`src/design/grid_point_cell_blanking_top_defines.svh`:
```
// Assertion macros shared by the grid point/cell blanking RTL.
// Each macro expects signals named clk and rst in the scope where it is used.
`ifndef GRID_POINT_CELL_BLANKING_TOP_DEFINES_SVH
`define GRID_POINT_CELL_BLANKING_TOP_DEFINES_SVH

// Consequent must hold in the same cycle as the antecedent.
`define GPCB_ASSERT_NOW(label, ante, cons, msg) \
  label: assert property (@(posedge clk) disable iff (rst) (ante) |-> (cons)) \
    else $error(msg);

// Consequent must hold in the cycle after the antecedent.
`define GPCB_ASSERT_NEXT(label, ante, cons, msg) \
  label: assert property (@(posedge clk) disable iff (rst) (ante) |=> (cons)) \
    else $error(msg);

`endif

```
`src/design/gpcb_pkg.sv`:
```
// Package for the grid point/cell blanking block: payload structs, codes,
// sequencer states and the request/response types of the shared ALU.
// No dependencies.
`default_nettype none

package gpcb_pkg;

  // Internal value width. Values saturate at all ones, which lies above any
  // supported mask depth (up to 2**24 entries).
  localparam int VW    = 25;
  localparam int MUL_BW = 17;
  localparam int IDX_W = 16;
  localparam int DIM_W = 17;
  localparam int FLAG_W = 8;
  localparam int CFG_IDX_W = 3;
  localparam int CFG_DATA_W = 17;
  localparam int STEP_W = 4;
  localparam logic [VW-1:0] SAT_MAX = {VW{1'b1}};

  // Item function codes.
  localparam logic [1:0] FUNC_LOAD  = 2'd0;
  localparam logic [1:0] FUNC_POINT = 2'd1;
  localparam logic [1:0] FUNC_CELL  = 2'd2;

  // Configuration register indexes.
  localparam logic [CFG_IDX_W-1:0] CFG_POINTS_X   = 3'd0;
  localparam logic [CFG_IDX_W-1:0] CFG_POINTS_Y   = 3'd1;
  localparam logic [CFG_IDX_W-1:0] CFG_POINTS_Z   = 3'd2;
  localparam logic [CFG_IDX_W-1:0] CFG_POINT_FLAG = 3'd3;
  localparam logic [CFG_IDX_W-1:0] CFG_CELL_FLAG  = 3'd4;

  typedef struct packed {
    logic [1:0]        func;
    logic [IDX_W-1:0]  item_index;
    logic              mask_bit;
    logic [FLAG_W-1:0] ghost_in;
  } in_item_t;

  typedef struct packed {
    logic [FLAG_W-1:0] ghost_out;
    logic              hidden;
    logic              bad_index;
  } out_item_t;

  typedef struct packed {
    logic [DIM_W-1:0]  points_x;
    logic [DIM_W-1:0]  points_y;
    logic [DIM_W-1:0]  points_z;
    logic [FLAG_W-1:0] point_hidden_flag;
    logic [FLAG_W-1:0] cell_hidden_flag;
  } cfg_t;

  typedef enum logic [1:0] {
    ALU_MUL,
    ALU_ADD,
    ALU_SUB
  } alu_op_t;

  typedef struct packed {
    alu_op_t       op;
    logic [VW-1:0] a;
    logic [VW-1:0] b;
    logic          cin;
  } alu_req_t;

  typedef struct packed {
    logic [VW-1:0] res;
    logic          ge;
  } alu_rsp_t;

  typedef struct packed {
    logic we;
    logic wbit;
  } mem_req_t;

  typedef enum logic [4:0] {
    S_IDLE,
    S_PSL,
    S_TOT,
    S_PCHK,
    S_PWR,
    S_PRD,
    S_PDAT,
    S_CSL,
    S_CCNT,
    S_CCHK,
    S_DIV1,
    S_DIV2,
    S_B1,
    S_B2,
    S_B3,
    S_B4,
    S_T1,
    S_T2,
    S_T3,
    S_CA,
    S_CB,
    S_CRD,
    S_CORN,
    S_DONE
  } state_t;

endpackage

`default_nettype wire

```
`src/design/gpcb_alu.sv`:
```
// Shared arithmetic unit: saturating multiply, saturating add with carry in,
// and a restoring subtract that also serves as compare. Uses gpcb_pkg.
`default_nettype none

module gpcb_alu (
  input  gpcb_pkg::alu_req_t req,
  output gpcb_pkg::alu_rsp_t rsp
);
  import gpcb_pkg::*;

  logic [VW+MUL_BW-1:0] prod;
  logic [VW:0]          sum;
  logic [VW-1:0]        diff;
  logic                 ge;

  always_comb begin
    prod = (VW+MUL_BW)'(req.a) * (VW+MUL_BW)'(req.b[MUL_BW-1:0]);
    sum  = (VW+1)'(req.a) + (VW+1)'(req.b) + (VW+1)'(req.cin);
    ge   = (req.a >= req.b);
    diff = req.a - req.b;
  end

  always_comb begin
    rsp.ge = ge;
    case (req.op)
      ALU_MUL: begin
        // Saturate: any product past VW bits reads as all ones.
        rsp.res = (|prod[VW+MUL_BW-1:VW]) ? SAT_MAX : prod[VW-1:0];
      end
      ALU_ADD: begin
        rsp.res = sum[VW] ? SAT_MAX : sum[VW-1:0];
      end
      ALU_SUB: begin
        // Restoring step: keep the minuend when it is below the subtrahend.
        rsp.res = ge ? diff : req.a;
      end
      default: begin
        rsp.res = req.a;
      end
    endcase
  end

endmodule

`default_nettype wire

```
`config.mk`:
```
export PLATFORM = sky130hd
export DESIGN_NAME = gpcb_alu
export DESIGN_NICKNAME = d
export VERILOG_FILES = /design/src/design/grid_point_cell_blanking_top_defines.svh /design/src/design/gpcb_pkg.sv /design/src/design/gpcb_alu.sv
export SDC_FILE = /design/constraint.sdc
export NUM_CORES = 1
export LEC_CHECK = 0
export ABC_AREA = 1
export BUFFER_PORTS_ARGS = -buffer_cell sky130_fd_sc_hd__buf_2
export CAP_MARGIN = 20
export CORE_UTILIZATION = 65
export DETAILED_ROUTE_END_ITERATION = 10
export PLACE_DENSITY = 0.94
export SETUP_SLACK_MARGIN = 0.4
export SLEW_MARGIN = 20
export SYNTH_ARGS = -nofsm -noshare
export SYNTH_HDL_FRONTEND = slang
export SYNTH_SLANG_ARGS = --single-unit
```
`constraint.sdc`:
```
create_clock -name vclk -period 11.5
set_clock_uncertainty 0.2 [all_clocks]
set_input_delay 0 -clock vclk [all_inputs]
set_output_delay 0 -clock vclk [all_outputs]
set_load 0.01 [all_outputs]
```
Word level (Yosys, flattened, before mapping)
Cells that the tools add are included.
- output and inout port bits: 26
- bits of input ports: 53
- register bits after elaboration: 0
- word-level logic and storage cells: 13
- muxes and demuxes: 4
- equal/unequal tests: 2
- magnitude comparators: 1
- multiply operators: 1
- reductions and logical operators: 2
- add/subtract/negate cells: 3
- operators by type and width (operator ; count):
    $mux 25 ; 3
    $pmux 25 s3 ; 1
    $mul 25x17->42 ; 1
    $add 25x25->26 ; 1
    $add 26x1->26 ; 1
    $ge 25x25->1 ; 1
    $sub 25x25->25 ; 1
    $reduce_or 17->1 ; 1
    $eq 2x1->1 const B ; 1
    $eq 2x2->1 const B ; 1
    $logic_not 2->1 ; 1

Longest topological paths before layout
Gate-level depths: netlist of the first run.
- word-level depth: 4
- gate-level depth with buffers: 36
- gate-level depth less buffers: 33

Worst setup path after synthesis of the first run
No wires, ideal clock.
- kind: in2out
- from: input req[39] (netlist bit)
- to: output rsp[15] (netlist bit)
- slack: 5.741 ns
- required time: 11.300 ns
- arrival: 5.559 ns
- path buffers: 3
- stages on the path: 31
- cell sequence: clkbuf_1 clkbuf_1 nand2_1 fa_1 inv_1 fa_1 inv_1 fa_1 inv_1 fa_1 fa_1 inv_1 fa_1 inv_1 ha_1 nand2_1 nor2_1 nand2_1 inv_1 nand2_1 nand2_2 nand3_1 nand2_1 nand2_1 nand2_1 nand3_2 nor2_4 buf_6 nand4_1 nand2_1 nand3_1
- RTL lines (what ; line ; text):
    start, declared ; gpcb_alu.sv:6 ; input gpcb_pkg::alu_req_t req,
    end, declared ; gpcb_alu.sv:7 ; output gpcb_pkg::alu_rsp_t rsp

==> results of run 1 <==
## stage by stage
stage | std cells | instance area, µm² | hold slack, ps | setup WS, ps | util
6_report | 3283 | 19700 | 359 | 4220 | 0.679
3_5_place_dp | 3283 | 19700 | 349 | 4480 | 0.679
5_1_grt | 3283 | 19700 | 375 | 4030 | 0.679
2_1_floorplan | 2954 | 19400 | 36.2 | 5740 | -
3_3_place_gp | 3283 | 19700 | 359 | 4630 | 0.679
4_1_cts | 3283 | 19700 | 348 | 4470 | 0.679
## worst max-delay path, delay by kind of cell
kind          cells  cell delay, ps
fa+ha+maj         8            3630
simple gates     14            2240
buf+inv           7            1170
## worst paths after layout
kind                  slack (ps)      end     from
worst min-delay path         360   rsp[1]  req[26]
worst max-delay path        4220  rsp[24]   req[9]
## cells in the mapped netlist, drive strengths merged
cell / instances
o21a: 2
buf: 31
a22oi: 2
o22ai: 1
a21o: 11
xnor2: 22
nand2: 846
nor3: 14
nand4: 44
and2: 2
nor2: 141
fa: 347
a221oi: 1
clkinv: 3
ha: 166
nand3b: 10
o21ai: 78
a211oi: 1
o211ai: 7
clkbuf: 105
a21oi: 102
xor2: 33
o21bai: 12
nor4: 5
inv: 858
a31oi: 5
a21boi: 2
or2: 2
nand3: 101
## cell type report
| cell class | count | area, µm² |
|---|---|---|
| multi-input combinational | 1957 | 15600 |
| fill | 2499 | 9320 |
| inverter | 861 | 3230 |
| tap | 384 | 480 |
| timing repair buffer | 81 | 410 |
## cell families after synthesis
| logic type | Yosys count |
|---|---|
| AO/OA/AOI/OAI | 224 |
| adder cells (fa/ha/maj) | 513 |
| AND/OR/NAND/NOR | 1165 |
| buffers and inverters | 997 |
| XOR/XNOR | 55 |
## routing by layer
| layer | track usage | vias to the layer above | routed length, µm |
|---|---|---|---|
| li1 | - | 8401 | - |
| met1 | 0.523 | 8969 | 22600 |
| met2 | 0.688 | 1251 | 28800 |
| met3 | 0.0785 | 368 | 7310 |
| met4 | 0.311 | 4 | 5480 |
| met5 | 0 | - | 15 |
## layout by cell type (no fill, tap or decap), drive strengths merged, types with 3 or more instances in the layout
master and n:
o21bai 12, o211ai 7, nor4 5, xnor2 22, nand3 101, nand3b 10, ha 166, o21ai 78
a31oi 5, inv 858, nor3 14, buf 81, xor2 33, a21oi 102, nand2 846, a21o 11
nand4 44, clkinv 3, nor2 141, fa 347
==> Flow_metrics.wiki, run 1 <==
{| class="wikitable"
! Metric !! Value
|-
| Result of the run || finished clean
|-
| Number of DRC violations after detailed-routing iteration 0 || 2,177
|-
| Final Max Tran Viols || 0
|-
| TNS Setup || 0 ps
|-
| Antenna diodes || 0
|-
| Seq/Total Area, Yosys || 0
|-
| Initial antenna violation count || 2
|-
| Max_slew headroom || 0.328
|-
| Top-level I/O count || 79
|-
| Via-to-Cell Ratio || ~5.8
|-
| Total die area || 30,500 µm²
|-
| Required time of the worst setup path || 11,300 ps
|-
| Delay of the slowest critical-path stage || 660 ps
|-
| Yosys cell types || 43
|-
| GP Congestion || 0.998
|-
| Starting utilization of the core area || 0.668
|-
| Number of nets with antenna violations after routing || 0
|-
| Cell seen most often among critical-path stages || sky130_fd_sc_hd__nand2_1
|-
| Maximum number of pins on one net before global-route repair || 29
|-
| Data arrival at the endpoint of the critical path || 7080 ps
|-
| XOR/XNOR share of the synthesized area || 0.0249
|-
| Sequential standard cell area || 0 µm²
|-
| Die X-Extent || 175 µm
|-
| Proportion of layout cells with a drive suffix above 1 || 0.0442
|-
| Synthesized cell area || 19,400 µm²
|-
| Final setup violation count || 0
|-
| Final HPWL from detailed placement || 51,900 µm
|-
| Global-route wire length before repair || about 100,000 µm
|-
| Final cycle utilization of the critical path || 0.633
|-
| Max Clk Rate || 137 MHz
|-
| Dominant cell type by area after synthesis || sky130_fd_sc_hd__fa_1
|-
| Avg Cell Area, Syn || 6.56 µm²
|-
| Overall via count from detail_route || 19.0k
|-
| Net count after synthesis || 3,520
|-
| Startpoint-to-endpoint class of the critical path || input pin to primary output
|-
| Number of input and output port buffers inserted || 79
|-
| Top fanout value on the critical path || 26
|-
| Slowest library cell on the worst path || sky130_fd_sc_hd__buf_2
|-
| Vias in the first global route || 19.8k
|-
| Adder-cell area share of the yosys netlist || 0.466
|-
| Area grow syn2layout || 1.68%
|-
| Top cells by area, synth || sky130_fd_sc_hd__fa_1 36%, sky130_fd_sc_hd__inv_1 17%, sky130_fd_sc_hd__nand2_1 16%, sky130_fd_sc_hd__ha_1 11%, sky130_fd_sc_hd__a21oi_1 2.6%
|-
| Number of optimization iterations in the first detailed-route pass || 6
|-
| Number of synthesis warnings || 0
|-
| Multiplexer area fraction after synthesis || 0
|-
| Post-layout min period || roughly 7300 ps
|-
| Cell depth of the worst min-delay path || 4
|-
| Number of DRC violations after detailed routing || 0
|-
| Endpoint class of the critical path || primary output
|-
| Number of instances resized during post-cts repair || 0
|-
| Area fraction in compound gates after synthesis || 0.0634
|-
| Total of hold buffers inserted after clock tree synthesis || 0
|-
| Main combinational cell family by area after synthesis || adder cells
|-
| Seq_cells || 0
|-
| Synth Instances || 2,954
|-
| Share of Yosys cell area claimed by the top area cell type || 0.359
|-
| Unrepaired setup endpoints after global routing || no
|-
| Min-delay worst type || input pin to primary output
|-
| Setup Fix Bufs, Post-CTS || 0
|-
| Number of violations of the max-capacitance limit || 0
|-
| CLK BUF || 0
|-
| Die span in y || 175 µm
|-
| Transition time of the tightest slew-check pin || 1010 ps
|-
| Post-DR wirelength/cell || 19.6 µm
|-
| Total routing usage reported by global routing || 0.430
|-
| Final Routed Wirelength || 64,200 µm
|-
| Final hold violations || 0
|-
| GRT Residual Overflow || 0
|-
| Area of the core || between 20,000 and 30,000 µm²
|-
| Cell row count || 62
|-
| Basic-gate share of the synthesized area counting and, or, nand and nor cells || 0.249
|-
| Type of element launching the critical path || input pin
|-
| Final net count || about 3.5k
|}
Power of run 1 is left out: the tool's default activity adds up to more than one toggle a clock period on the data nets, which glitch-free logic cannot reach.
==> run 2, diff against run 1 <==
--- a/config.mk
+++ b/config.mk
@@ -8,9 +8,9 @@
 export ABC_AREA = 1
 export BUFFER_PORTS_ARGS = -buffer_cell sky130_fd_sc_hd__buf_2
 export CAP_MARGIN = 20
-export CORE_UTILIZATION = 65
+export CORE_UTILIZATION = 60
 export DETAILED_ROUTE_END_ITERATION = 10
-export PLACE_DENSITY = 0.94
+export PLACE_DENSITY = 0.92
 export SETUP_SLACK_MARGIN = 0.4
 export SLEW_MARGIN = 20
 export SYNTH_ARGS = -nofsm -noshare
==> constraint.sdc (replaced) <==
create_clock -name vclk -period 6.6
set_clock_uncertainty 0.2 [all_clocks]
set_input_delay 0 -clock vclk [all_inputs]
set_output_delay 0 -clock vclk [all_outputs]
set_load 0.01 [all_outputs]
==> run 2 against run 1 <==
Net effect:
- largest cell class unchanged
- sequential share of layout area unchanged
- critical endpoint is now rsp[23]
- via count is 3.1% higher
- die area is 8.2% higher
- cell area rose by 8.8%
==> Flow_metrics.wiki, run 2 (synthesis gave the netlist of run 1 again) <==
{| class="wikitable"
! Metric !! Value
|-
| GP Congestion || 1.02 (+1.8%)
|-
| Transition time of the tightest slew-check pin || 949 ps (-55.8 ps)
|-
| Number of fill cells in the layout || 2,528 (+1.2%)
|-
| Total die area || 33,000 µm² (+8.2%)
|-
| Initial antenna violation count || 2 (unchanged)
|-
| Type of element launching the critical path || input pin
|-
| CLK BUF || 0 (unchanged)
|-
| Most frequent standard cell in the layout excluding fill and tap cells || sky130_fd_sc_hd__inv_1
|-
| Number of violations of the max-capacitance limit || 0 (unchanged)
|-
| Number of input and output port buffers inserted || 79 (unchanged)
|-
| Maximum number of pins on one net before global-route repair || 29 (unchanged)
|-
| Global-route wire length before repair || 102,000 µm (+0.14%)
|-
| Min-delay worst type || input pin to primary output
|-
| Startpoint-to-endpoint class of the critical path || input pin to primary output
|-
| Post-layout min period || 6170 ps
|-
| Final setup violation count || 0 (unchanged)
|-
| Final Max Tran Viols || 0 (unchanged)
|-
| Final net count || 3,536 (+2.0%)
|-
| GRT Residual Overflow || 0 (unchanged)
|-
| Post-DR wirelength/cell || 19.9 µm (+1.7%)
|-
| Total routing usage reported by global routing || 0.399 (-0.0313)
|-
| Required time of the worst setup path || 6400 ps (-4900 ps)
|-
| Top-level I/O count || 79 (unchanged)
|-
| Final hold violations || 0 (unchanged)
|-
| Data arrival at the endpoint of the critical path || 5970 ps (-1110 ps)
|-
| Via-to-Cell Ratio || 5.81 (+0.43%)
|-
| Number of nets with antenna violations after routing || 0 (unchanged)
|-
| Endpoint of the worst setup timing path || rsp[23]
|-
| Max Clk Rate || 162 MHz
|-
| Delay of the slowest critical-path stage || 520 ps (-140 ps)
|-
| Number of DRC violations after detailed-routing iteration 0 || 2,327 (+6.9%)
|-
| Area of the core || 31,600 µm² (+9.0%)
|-
| Vias in the first global route || 19.7k (-0.49%)
|-
| Result of the run || finished clean
|-
| Crit path launch || req[38]
|-
| Number of optimization iterations in the first detailed-route pass || 6 (unchanged)
|-
| Starting utilization of the core area || 0.612 (-0.0554)
|-
| Die span in y || 182 µm (+4.0%)
|-
| Final HPWL from detailed placement || 53,100 µm (+2.2%)
|-
| Overall via count from detail_route || 19.6k (+3.1%)
|-
| Seq_cells || 0 (unchanged)
|-
| Max_slew headroom || 0.365 (+0.0373)
|-
| Final cycle utilization of the critical path || 0.935
|-
| Cell row count || 65 (+4.8%)
|-
| Endpoint class of the critical path || primary output
|-
| Die X-Extent || 182 µm (+4.0%)
|-
| Antenna diodes || 0 (unchanged)
|-
| Cell seen most often among critical-path stages || sky130_fd_sc_hd__fa_1
|-
| Proportion of layout cells with a drive suffix above 1 || 0.106 (+0.0623)
|-
| Utilization after layout || 0.678 (-0.00133)
|-
| Unrepaired setup endpoints after global routing || yes
|-
| Top fanout value on the critical path || 16 (-38%)
|-
| Final Routed Wirelength || 67,100 µm (+4.4%)
|-
| Worst Min Path Start || req[33]
|-
| Number of DRC violations after detailed routing || 0 (unchanged)
|-
| Area grow syn2layout || 10.7%
|-
| Slowest library cell on the worst path || sky130_fd_sc_hd__fa_1
|-
| Most frequent cells in the layout || 846 x sky130_fd_sc_hd__inv_1, 793 x sky130_fd_sc_hd__nand2_1, 340 x sky130_fd_sc_hd__fa_1
|-
| Sequential standard cell area || 0 µm² (unchanged)
|}
==> run 2: cell count changes in the layout (fill, tap and decap cells not counted), sizes merged <==
cell	before	now
buf	81	142
clkbuf	0	8
clkinv	3	2
inv	858	859
==> run 2: per-stage QoR <==
stage          setup TNS (ps)  hold slack, ps  std cells  cell area [µm²]  setup slack [ps]
2_1_floorplan               0            36.2       2954            19400               841
3_3_place_gp                0             338       3340            20000              81.9
3_5_place_dp             -377             348       3340            20000             -49.4
4_1_cts                     0             221       3344            20400               400
5_1_grt                     0             221       3370            21400               263
6_report                    0             202       3370            21400               428
==> run 2: area by class of cell <==
class                           instances  area, µm²  area share
Multi-Input combinational cell       1957      16200       0.754
Inverter                              861       3230       0.151
Timing Repair Buffer                  150       1530      0.0713
Tap cell                              402        503      0.0235
==> run 2: how the worst min path moves through the flow <==
stage                   end  depth (start not counted)
floorplan           rsp[25]                          3
global placement     rsp[7]                          4
detailed placement   rsp[7]                          4
CTS                 rsp[13]                          4
global route        rsp[13]                          4
finish               rsp[8]                          4
==> run 2: metal layers <==
layer  vias to the layer above  GRT usage  share of wire
li1                       8555          -              -
met5                         -          0        0.00037
met4                         4      0.280          0.086
met3                       353     0.0734           0.11
met2                      1329      0.641           0.45
met1                      9339      0.486           0.35
==> run 2: critical path: cells and delay by family <==
family	cells	cell delay, ps
buffers and inverters	11	1100
adders and majority gates	7	3330
and+or+nand+nor	15	1520
==> run 2: timing repair <==
action / 4_1_cts / 5_1_grt
endpoints found under the setup margin: 25 / 25
pin swaps: 3 / 47
hold buffers: 0 / 0
gates resized for setup: 72 / 206
gates cloned: 1 / 5
setup buffers: 3 / 21
endpoints found under the hold margin: 0 / 0
Power of run 2 is left out for the same reason.
